===== src/sv/cme_pkg.sv =====
// cme_pkg: types, codes and helper functions for the cigar mismatch expander
// used by the channel interfaces, the result queue and the top level
package cme_pkg;

	localparam int unsigned RESULT_DEPTH = 4;

	localparam logic [1:0] KIND_ELEM = 2'd0;
	localparam logic [1:0] KIND_BASE = 2'd1;
	localparam logic [1:0] KIND_END  = 2'd2;

	localparam logic [3:0] OP_MATCH    = 4'd0;
	localparam logic [3:0] OP_INS      = 4'd1;
	localparam logic [3:0] OP_DEL      = 4'd2;
	localparam logic [3:0] OP_SKIP     = 4'd3;
	localparam logic [3:0] OP_SOFT     = 4'd4;
	localparam logic [3:0] OP_HARD     = 4'd5;
	localparam logic [3:0] OP_MISMATCH = 4'd8;

	localparam logic [7:0] BASE_ANY   = 8'h4E;
	localparam logic [7:0] CASE_SHIFT = 8'd32;

	typedef struct packed {
		logic [1:0]  kind;
		logic [3:0]  cigar_op;
		logic [27:0] cigar_length;
		logic [7:0]  read_base;
		logic [7:0]  ref_base;
	} item_t;

	typedef struct packed {
		logic        out_kind;
		logic [3:0]  elem_op;
		logic [27:0] elem_length;
		logic [31:0] mismatch_total;
		logic [31:0] read_offset;
		logic [31:0] ref_offset;
		logic [15:0] element_total;
		logic        bad_op;
		logic        last;
	} result_t;

	// up to two results written to the queue per transfer
	typedef struct packed {
		logic [1:0] count;
		result_t    first;
		result_t    second;
	} push_t;

	function automatic logic [31:0] sat_add32(input logic [31:0] a, input logic [27:0] b);
		logic [32:0] s;
		s = {1'b0, a} + {5'd0, b};
		return s[32] ? '1 : s[31:0];
	endfunction

	function automatic logic [15:0] sat_inc16(input logic [15:0] a);
		return (a == '1) ? a : a + 16'd1;
	endfunction

	function automatic result_t make_elem(input logic [3:0] op, input logic [27:0] len);
		result_t r;
		r = '0;
		r.elem_op = op;
		r.elem_length = len;
		return r;
	endfunction

endpackage


===== src/sv/cme_item_if.sv =====
// cme_item_if: valid/ready channel carrying one input item
// depends on cme_pkg for the payload type
interface cme_item_if;
	logic          valid;
	logic          ready;
	cme_pkg::item_t data;

	modport source(output valid, output data, input ready);
	modport sink(input valid, input data, output ready);
endinterface


===== src/sv/cme_result_if.sv =====
// cme_result_if: valid/ready channel carrying one result item
// depends on cme_pkg for the payload type
interface cme_result_if;
	logic             valid;
	logic             ready;
	cme_pkg::result_t data;

	modport source(output valid, output data, input ready);
	modport sink(input valid, input data, output ready);
endinterface


===== src/sv/cme_result_fifo.sv =====
// cme_result_fifo: small result queue taking up to two results per cycle
// depends on cme_pkg and cme_result_if
module cme_result_fifo #(
	parameter int unsigned Depth = cme_pkg::RESULT_DEPTH
) (
	input  logic            clk,
	input  logic            arst_n,
	input  cme_pkg::push_t  push,
	output logic            room,
	cme_result_if.source    result
);
	localparam int unsigned PtrW = (Depth > 1) ? $clog2(Depth) : 1;
	localparam int unsigned CntW = $clog2(Depth + 1);

	cme_pkg::result_t  mem_q [Depth];
	logic [PtrW-1:0]   wr_ptr_q;
	logic [PtrW-1:0]   rd_ptr_q;
	logic [CntW-1:0]   count_q;
	logic [PtrW-1:0]   wr_ptr_next1;
	logic [PtrW-1:0]   wr_ptr_next2;
	logic              pop;

	function automatic logic [PtrW-1:0] ptr_inc(input logic [PtrW-1:0] p);
		return (p == PtrW'(Depth - 1)) ? '0 : p + PtrW'(1);
	endfunction

	assign wr_ptr_next1 = ptr_inc(wr_ptr_q);
	assign wr_ptr_next2 = ptr_inc(wr_ptr_next1);
	assign pop          = result.valid & result.ready;
	assign result.valid = (count_q != '0);
	assign result.data  = mem_q[rd_ptr_q];
	assign room         = (count_q <= CntW'(Depth - 2));

	always_ff @(posedge clk) begin
		if (push.count != 2'd0) begin
			mem_q[wr_ptr_q] <= push.first;
		end
		if (push.count == 2'd2) begin
			mem_q[wr_ptr_next1] <= push.second;
		end
	end

	always_ff @(posedge clk or negedge arst_n) begin
		if (!arst_n) begin
			wr_ptr_q <= '0;
			rd_ptr_q <= '0;
			count_q  <= '0;
		end else begin
			unique case (push.count)
				2'd1:    wr_ptr_q <= wr_ptr_next1;
				2'd2:    wr_ptr_q <= wr_ptr_next2;
				default: wr_ptr_q <= wr_ptr_q;
			endcase
			if (pop) begin
				rd_ptr_q <= ptr_inc(rd_ptr_q);
			end
			count_q <= count_q + CntW'(push.count) - CntW'(pop);
		end
	end

	a_count_bound: assert property (@(posedge clk) disable iff (!arst_n)
		count_q <= CntW'(Depth))
		else $error("result queue over depth");

	a_push_room: assert property (@(posedge clk) disable iff (!arst_n)
		push.count != 2'd0 |-> room)
		else $error("push without room");

	a_push_count: assert property (@(posedge clk) disable iff (!arst_n)
		push.count != 2'd3)
		else $error("more than two results pushed");

endmodule


===== src/sv/cigar_mismatch_expander.sv =====
// cigar_mismatch_expander: turns a streamed CIGAR with its base pairs into
// an extended CIGAR with single mismatch elements; uses cme_pkg, both
// channel interfaces and cme_result_fifo
//
//  channel  dir  payload                                       items
//  item     in   kind, cigar_op, cigar_length, bases           one per transfer
//  result   out  out_kind, element, summary counters, last     0..2 per item
//
// one item enters per cycle unless stalled; it is held in the input register,
// where one compare and the counter updates are done, then its results go
// to a queue of FifoDepth entries (two or more) that drains one result per
// cycle while the result side is ready; the input stalls only while the
// queue has fewer than two free entries
// arst_n clears all counters, the input register valid and the queue
module cigar_mismatch_expander #(
	parameter int unsigned FifoDepth = cme_pkg::RESULT_DEPTH
) (
	input  logic         clk,
	input  logic         arst_n,
	cme_item_if.sink     item,
	cme_result_if.source result
);
	logic             valid_s1;
	cme_pkg::item_t   item_s1;
	logic             room;
	logic             advance;
	cme_pkg::push_t   push;

	logic [27:0] bases_left_q, bases_left_d;
	logic [27:0] match_run_q,  match_run_d;
	logic [31:0] mismatch_q,   mismatch_d;
	logic [31:0] read_pos_q,   read_pos_d;
	logic [31:0] ref_pos_q,    ref_pos_d;
	logic [15:0] emitted_q,    emitted_d;
	logic        stopped_q,    stopped_d;

	cme_pkg::result_t res [2];
	logic [1:0]       nres;
	logic             same;
	logic [27:0]      run_inc;
	logic [27:0]      left_dec;

	assign advance    = valid_s1 & room;
	assign item.ready = ~valid_s1 | room;

	always_ff @(posedge clk) begin
		if (item.valid && item.ready) begin
			item_s1 <= item.data;
		end
	end

	always_ff @(posedge clk or negedge arst_n) begin
		if (!arst_n) begin
			valid_s1 <= 1'b0;
		end else if (item.ready) begin
			valid_s1 <= item.valid;
		end
	end

	assign same = (item_s1.read_base == item_s1.ref_base)
		|| (item_s1.ref_base >= cme_pkg::CASE_SHIFT
			&& item_s1.read_base == item_s1.ref_base - cme_pkg::CASE_SHIFT)
		|| (item_s1.read_base == cme_pkg::BASE_ANY);
	assign run_inc  = match_run_q + 28'd1;
	assign left_dec = bases_left_q - 28'd1;

	always_comb begin
		bases_left_d = bases_left_q;
		match_run_d  = match_run_q;
		mismatch_d   = mismatch_q;
		read_pos_d   = read_pos_q;
		ref_pos_d    = ref_pos_q;
		emitted_d    = emitted_q;
		stopped_d    = stopped_q;
		res[0]       = '0;
		res[1]       = '0;
		nres         = 2'd0;

		unique case (item_s1.kind)
			cme_pkg::KIND_ELEM: begin
				if (!stopped_q) begin
					if (match_run_q != '0) begin
						res[0]    = cme_pkg::make_elem(cme_pkg::OP_MATCH, match_run_q);
						nres      = 2'd1;
						emitted_d = cme_pkg::sat_inc16(emitted_d);
					end
					match_run_d  = '0;
					bases_left_d = '0;
					unique case (item_s1.cigar_op)
						cme_pkg::OP_MATCH: begin
							bases_left_d = item_s1.cigar_length;
							read_pos_d   = cme_pkg::sat_add32(read_pos_q, item_s1.cigar_length);
							ref_pos_d    = cme_pkg::sat_add32(ref_pos_q, item_s1.cigar_length);
						end
						cme_pkg::OP_INS, cme_pkg::OP_SOFT: begin
							res[nres[0]] = cme_pkg::make_elem(item_s1.cigar_op,
								item_s1.cigar_length);
							nres         = nres + 2'd1;
							emitted_d    = cme_pkg::sat_inc16(emitted_d);
							read_pos_d   = cme_pkg::sat_add32(read_pos_q, item_s1.cigar_length);
						end
						cme_pkg::OP_DEL, cme_pkg::OP_SKIP: begin
							res[nres[0]] = cme_pkg::make_elem(item_s1.cigar_op,
								item_s1.cigar_length);
							nres         = nres + 2'd1;
							emitted_d    = cme_pkg::sat_inc16(emitted_d);
							ref_pos_d    = cme_pkg::sat_add32(ref_pos_q, item_s1.cigar_length);
						end
						cme_pkg::OP_HARD: begin
						end
						default: begin
							res[nres[0]] = cme_pkg::make_elem(item_s1.cigar_op,
								item_s1.cigar_length);
							nres         = nres + 2'd1;
							emitted_d    = cme_pkg::sat_inc16(emitted_d);
							stopped_d    = 1'b1;
						end
					endcase
				end
			end
			cme_pkg::KIND_BASE: begin
				if (!stopped_q && bases_left_q != '0) begin
					bases_left_d = left_dec;
					if (same) begin
						match_run_d = run_inc;
						if (left_dec == '0) begin
							if (run_inc != '0) begin
								res[0]    = cme_pkg::make_elem(cme_pkg::OP_MATCH, run_inc);
								nres      = 2'd1;
								emitted_d = cme_pkg::sat_inc16(emitted_d);
							end
							match_run_d = '0;
						end
					end else begin
						mismatch_d = (mismatch_q == '1) ? mismatch_q : mismatch_q + 32'd1;
						if (match_run_q != '0) begin
							res[0]    = cme_pkg::make_elem(cme_pkg::OP_MATCH, match_run_q);
							nres      = 2'd1;
							emitted_d = cme_pkg::sat_inc16(emitted_d);
						end
						match_run_d  = '0;
						res[nres[0]] = cme_pkg::make_elem(cme_pkg::OP_MISMATCH, 28'd1);
						nres         = nres + 2'd1;
						emitted_d    = cme_pkg::sat_inc16(emitted_d);
					end
				end
			end
			cme_pkg::KIND_END: begin
				if (match_run_q != '0) begin
					res[0]    = cme_pkg::make_elem(cme_pkg::OP_MATCH, match_run_q);
					nres      = 2'd1;
					emitted_d = cme_pkg::sat_inc16(emitted_d);
				end
				res[nres[0]].out_kind       = 1'b1;
				res[nres[0]].mismatch_total = mismatch_q;
				res[nres[0]].read_offset    = read_pos_q;
				res[nres[0]].ref_offset     = ref_pos_q;
				res[nres[0]].element_total  = emitted_d;
				res[nres[0]].bad_op         = stopped_q;
				nres         = nres + 2'd1;
				bases_left_d = '0;
				match_run_d  = '0;
				mismatch_d   = '0;
				read_pos_d   = '0;
				ref_pos_d    = '0;
				emitted_d    = '0;
				stopped_d    = 1'b0;
			end
			default: begin
			end
		endcase

		if (nres == 2'd1) begin
			res[0].last = 1'b1;
		end
		if (nres == 2'd2) begin
			res[1].last = 1'b1;
		end
	end

	always_ff @(posedge clk or negedge arst_n) begin
		if (!arst_n) begin
			bases_left_q <= '0;
			match_run_q  <= '0;
			mismatch_q   <= '0;
			read_pos_q   <= '0;
			ref_pos_q    <= '0;
			emitted_q    <= '0;
			stopped_q    <= 1'b0;
		end else if (advance) begin
			bases_left_q <= bases_left_d;
			match_run_q  <= match_run_d;
			mismatch_q   <= mismatch_d;
			read_pos_q   <= read_pos_d;
			ref_pos_q    <= ref_pos_d;
			emitted_q    <= emitted_d;
			stopped_q    <= stopped_d;
		end
	end

	assign push.count  = advance ? nres : 2'd0;
	assign push.first  = res[0];
	assign push.second = res[1];

	cme_result_fifo #(
		.Depth(FifoDepth)
	) u_result_fifo (
		.clk   (clk),
		.arst_n(arst_n),
		.push  (push),
		.room  (room),
		.result(result)
	);

	a_stopped_idle: assert property (@(posedge clk) disable iff (!arst_n)
		stopped_q |-> (bases_left_q == '0 && match_run_q == '0))
		else $error("match state left open after bad op");

	a_run_needs_bases: assert property (@(posedge clk) disable iff (!arst_n)
		bases_left_q == '0 |-> match_run_q == '0)
		else $error("match run pending with no bases owed");

	a_stall_holds: assert property (@(posedge clk) disable iff (!arst_n)
		valid_s1 && !room |=> valid_s1 && $stable(item_s1))
		else $error("stalled item lost from input register");

	a_end_clears: assert property (@(posedge clk) disable iff (!arst_n)
		advance && item_s1.kind == cme_pkg::KIND_END |=>
			mismatch_q == '0 && emitted_q == '0 && !stopped_q)
		else $error("state not cleared after end of read");

endmodule


===== src/flat_wrapper.sv =====
// flat-port wrapper written by rule: the top's interface ports become plain ports
module cigar_mismatch_expander_flat 
#(
	parameter int unsigned FifoDepth = cme_pkg::RESULT_DEPTH
)
  (clk, arst_n, item_valid, item_data, item_ready, result_valid, result_data, result_ready);
  cme_item_if item_i ();
  cme_result_if result_i ();
  input  logic clk;
  input  logic arst_n;
  input wire logic [$bits(item_i.valid)-1:0] item_valid;
  input wire logic [$bits(item_i.data)-1:0] item_data;
  output wire logic [$bits(item_i.ready)-1:0] item_ready;
  output wire logic [$bits(result_i.valid)-1:0] result_valid;
  output wire logic [$bits(result_i.data)-1:0] result_data;
  input wire logic [$bits(result_i.ready)-1:0] result_ready;
  assign item_i.valid = item_valid;
  assign item_i.data = item_data;
  assign item_ready = item_i.ready;
  assign result_valid = result_i.valid;
  assign result_data = result_i.data;
  assign result_i.ready = result_ready;
  cigar_mismatch_expander #(.FifoDepth(FifoDepth)) u_core (.clk(clk), .arst_n(arst_n), .item(item_i), .result(result_i));
endmodule

===== config.mk =====
export PLATFORM = sky130hd
export DESIGN_NAME = cigar_mismatch_expander_flat
export DESIGN_NICKNAME = d
export VERILOG_FILES = /design/src/sv/cme_pkg.sv /design/src/sv/cme_item_if.sv /design/src/sv/cme_result_if.sv /design/src/sv/cme_result_fifo.sv /design/src/sv/cigar_mismatch_expander.sv /design/src/flat_wrapper.sv
export SDC_FILE = /design/constraint.sdc
export NUM_CORES = 2
export LEC_CHECK = 0
export BUFFER_PORTS_ARGS = -buffer_cell sky130_fd_sc_hd__buf_4
export CORE_UTILIZATION = 62
export DETAILED_ROUTE_END_ITERATION = 16
export HOLD_SLACK_MARGIN = 0.08
export PLACE_DENSITY = 0.8
export SYNTH_ARGS = -nofsm -noshare
export SYNTH_HDL_FRONTEND = slang
export SYNTH_HIERARCHICAL = 1
export SYNTH_SLANG_ARGS = --single-unit
export TNS_END_PERCENT = 10

===== constraint.sdc =====
create_clock -name clk -period 28.3 [get_ports clk]
set_clock_uncertainty 0.15 [all_clocks]
set_input_delay 2.83 -clock clk [delete_from_list [all_inputs] [get_ports clk]]
set_output_delay 2.83 -clock clk [all_outputs]
set_load 0.01 [all_outputs]

==> results.yml <==
cells_and_area:
  layout-drive-gt1-share_pct: 29.6
  area_delta_synth_final_pct: 10.3
  nNetsFinal: 3976
yosys:
  synthAdderAreaFrac_pct: 2.32
  synth-edff-count: 638
  netlist_area_mm2: 0.0469
  synth_top_area_share_pct: 40.9
  muxShareOfSynthArea_pct: 21.7
  synth_ff_type: "edfxtp_1"
  synthArstFlopShare_pct: 21.7
  synth.top_cells.by_area: "edfxtp_1, mux2_2, dfrtp_1"
  synth_compound_area_share_pct: 8.63
  ys_seq_elements: 815
  yosys.cell_types.count: 90
  yosys.cell_count.top_type: "edfxtp_1"
  syn_avg_cell_area_um2: 12.5
  netlist.top_cell.by_area: "edfxtp_1"
  ys_warn_count: 6
  syn_nets: 3896
  synth_commonest_cells: "edfxtp_1, mux2_2, and2_1"
  synth-simple-area-share_pct: 11.4
  synth-xor-area-share_pct: 2.45
  synth_top_family_by_area: "multiplexers"
  synth_sequential_area_ratio_pct: 50.3
  synthCells: 3757
routing:
  wl_um: 123000
  ant_nets: 0
  wl_per_cell_um: 25.1
  firstDrtPassIters: 8
  drt_iter0_drc: 3849
  vias: 32496
  via_per_inst: 6.66
  drt_drc_violations_left: 0
timing:
  rsz0062_at_grt: "false"
  setup_viol: 0
  holdWs_ns: 0.345
  finalHoldViolations: 0
  fmax_mhz: 124
  fin_crit_sh_pct: 28.5
  fin_setup_tns_ns: 0
  finalCriticalPeriod_ns: 8.08
  slew-limit-headroom_pct: 5.14
  tightest_slew_ns: 1.42
  drv_slew: 0
clock_tree:
  cts_resized: 0
  cts.reportedPaths.clkPinSlew_ns: 0.06
  postCtsSetupRepairBufs: 0
  cts_buffers: 86
  ctsRootBufferMaster: "clkbuf_16"
  htreeDepth: 3
  clock_latency_ns: 0.66
  cts_sinks: 815
  cts_tree: "built"
  cts_max_path_buffers: 3
  cts_hold_buffers: 0
setup_path:
  crit_path_frequent_cell: "buf_4"
  crit_arrival_ns: 8.31
  r2r_cells: 19
  rr_startpoint: "u_core/bases_left_q[0]$_DFFE_PN0P_"
  slowest_stage: "buf_4"
  crit_path_max_incr_delay_ns: 0.91
  startpoint_type: "flip-flop"
  crit_type: "flip-flop to flip-flop"
  cp.required_ns: 28.53
  cp-end-kind: "flip-flop"
  timing.rr.end: "u_core/u_result_fifo/mem_q[3][79]$_DFFE_PP_"
  path_max_fanout: 64
  crit_chain: "inv_1, ha_1, or4b_2, nor4_1, xor2_1, nand3b_1, or4bb_1, nor4b_4, nor3b_4, buf_4, a21oi_1, o21ai_0, and2_1, inv_1, ha_1, nand2_4, buf_4, buf_4, mux2_2"
  r2r_slack_ns: 20.22
die:
  die_area_mm2: 0.0767
  rows: 100
  core_mm2: 0.0747
  start_util_pct: 62.8
  die_width_um: 277
  die_h_um: 277
  io_pins: 203
min_path:
  hold_start: "u_core/u_result_fifo/count_q[2]$_DFF_PN0_"
  hp-class: "flip-flop to flip-flop"
  hold_path_depth: 1
  hold_end: "u_core/u_result_fifo/count_q[2]$_DFF_PN0_"
power_and_ir_drop:
  p_leak_nw: 20.1
  ir_drop_v: 0.0000734
  power_per_cell_area_mw_per_mm2: 89.8
run_status:
  status: "finished, final reports clean"
placement:
  hpwl_um: 74200
  gp_congestion: 0.959
  portBuffers: 202
job:
  drv_cap: 0
global_routing:
  grt.overflow.total: 0
  grt_pass1_wl_um: 189000
  grt_pass1_vias: 32300
  grt_max_degree: 148
  grt_antenna_before_repair: 0
  grt_usage_pct: 31.8
==> worst max path at each step <==
stage                                       start                                           to  slack [ns]  cells past startpoint
3_5_place_dp   u_core/bases_left_q[0]$_DFFE_PN0P_  u_core/u_result_fifo/mem_q[3][79]$_DFFE_PP_       20.41                     19
3_3_place_gp   u_core/bases_left_q[0]$_DFFE_PN0P_  u_core/u_result_fifo/mem_q[3][66]$_DFFE_PP_       20.56                     19
2_1_floorplan  u_core/bases_left_q[0]$_DFFE_PN0P_   u_core/u_result_fifo/mem_q[0][0]$_DFFE_PP_       13.11                     16
5_1_grt        u_core/bases_left_q[0]$_DFFE_PN0P_  u_core/u_result_fifo/mem_q[3][73]$_DFFE_PP_       19.97                     19
4_1_cts        u_core/bases_left_q[0]$_DFFE_PN0P_  u_core/u_result_fifo/mem_q[3][79]$_DFFE_PP_       20.39                     19
6_report       u_core/bases_left_q[0]$_DFFE_PN0P_  u_core/u_result_fifo/mem_q[3][79]$_DFFE_PP_       20.22                     19
==> area by class of cell <==
| type | instances | area (um2) |
|---|---|---|
| diodes | 1 | 2.50 |
| clock buffers | 115 | 2310 |
| clock inverters | 45 | 573 |
| fillers | 5096 | 23000 |
| inverters | 57 | 214 |
| multi-input cells | 2632 | 21900 |
| flip-flops and latches | 815 | 23600 |
| well taps | 969 | 1210 |
| repair buffers | 245 | 1880 |
==> critical path, delay by kind of cell, from the launching register on <==
family          cells  cell delay, ns
mux                 1            0.43
flops               1            0.44
compound gates      2            0.24
simple gates        8            3.21
fa+ha+maj           2            0.67
buf+inv             5            2.36
xor+xnor            1            0.15
==> cells by family after synthesis <==
group,after synthesis
adder cells (fa/ha/maj),85
buffers and inverters,310
AND/OR/NAND/NOR,1023
XOR/XNOR,131
AO/OA/AOI/OAI,636
multiplexers,757
flip-flops,815
==> through the flow <==
step	util [%]	worst slack (ns)	power, mW	instance area [um2]	cells
after floorplan	-	13.11	2.92	46900	3757
after global placement	65.4	20.56	3.44	48800	4718
after detailed placement	65.4	20.41	3.47	48800	4718
after CTS	69.2	20.39	4.64	51700	4878
after global routing	69.2	19.97	4.85	51700	4878
final	69.2	20.22	4.64	51700	4879
==> routing by layer <==
layer  wire length [um]  GRT usage (%)  up-vias
met3              10900           5.47      268
met2              57800           50.9     1543
met1              49600           43.8    16181
met5                  0              0        -
li1                   -              -    14504
met4               4200           11.7        0
==> flip-flops by register name, indices dropped and copies added (netlist names) <==
register                       cells
u_core/match_run_q                28
u_core/u_result_fifo/mem_q       588
u_core/ref_pos_q                  32
u_core/u_result_fifo/count_q       3
u_core/emitted_q                  16
u_core/valid_s1                    1
u_core/stopped_q                   1
u_core/u_result_fifo/rd_ptr_q      2
u_core/mismatch_q                 32
u_core/u_result_fifo/wr_ptr_q      2
u_core/bases_left_q               28
u_core/read_pos_q                 32
u_core/item_s1                    50
==> power by group <==
part | switching, mW | internal, mW
logic | 0.980 | 0.791
clock network | 0.482 | 0.678
registers | 0.211 | 1.50
total | 1.67 | 2.97
==> layout by cell type, fill, tap and decap left out, types with 21 or more instances in the layout <==
cell       instances
xor2_1            56
nor4_1            31
inv_1             53
xnor2_1           75
a21oi_1          128
clkbuf_1          24
nor2b_1           22
nand3_1           73
clkbuf_16         86
o31ai_1           22
edfxtp_1         638
mux2_2           596
a211oi_1          21
o21ai_0          204
mux4_2           141
and3_1            29
a21o_1            48
nand4_1           37
ha_1              81
nor2_1           209
a31oi_1           29
a22oi_1           46
nor3_1            61
dfrtp_1          175
nand2_1          209
buf_4            241
and2_1           245
Power figures use the tool's default switching activity.
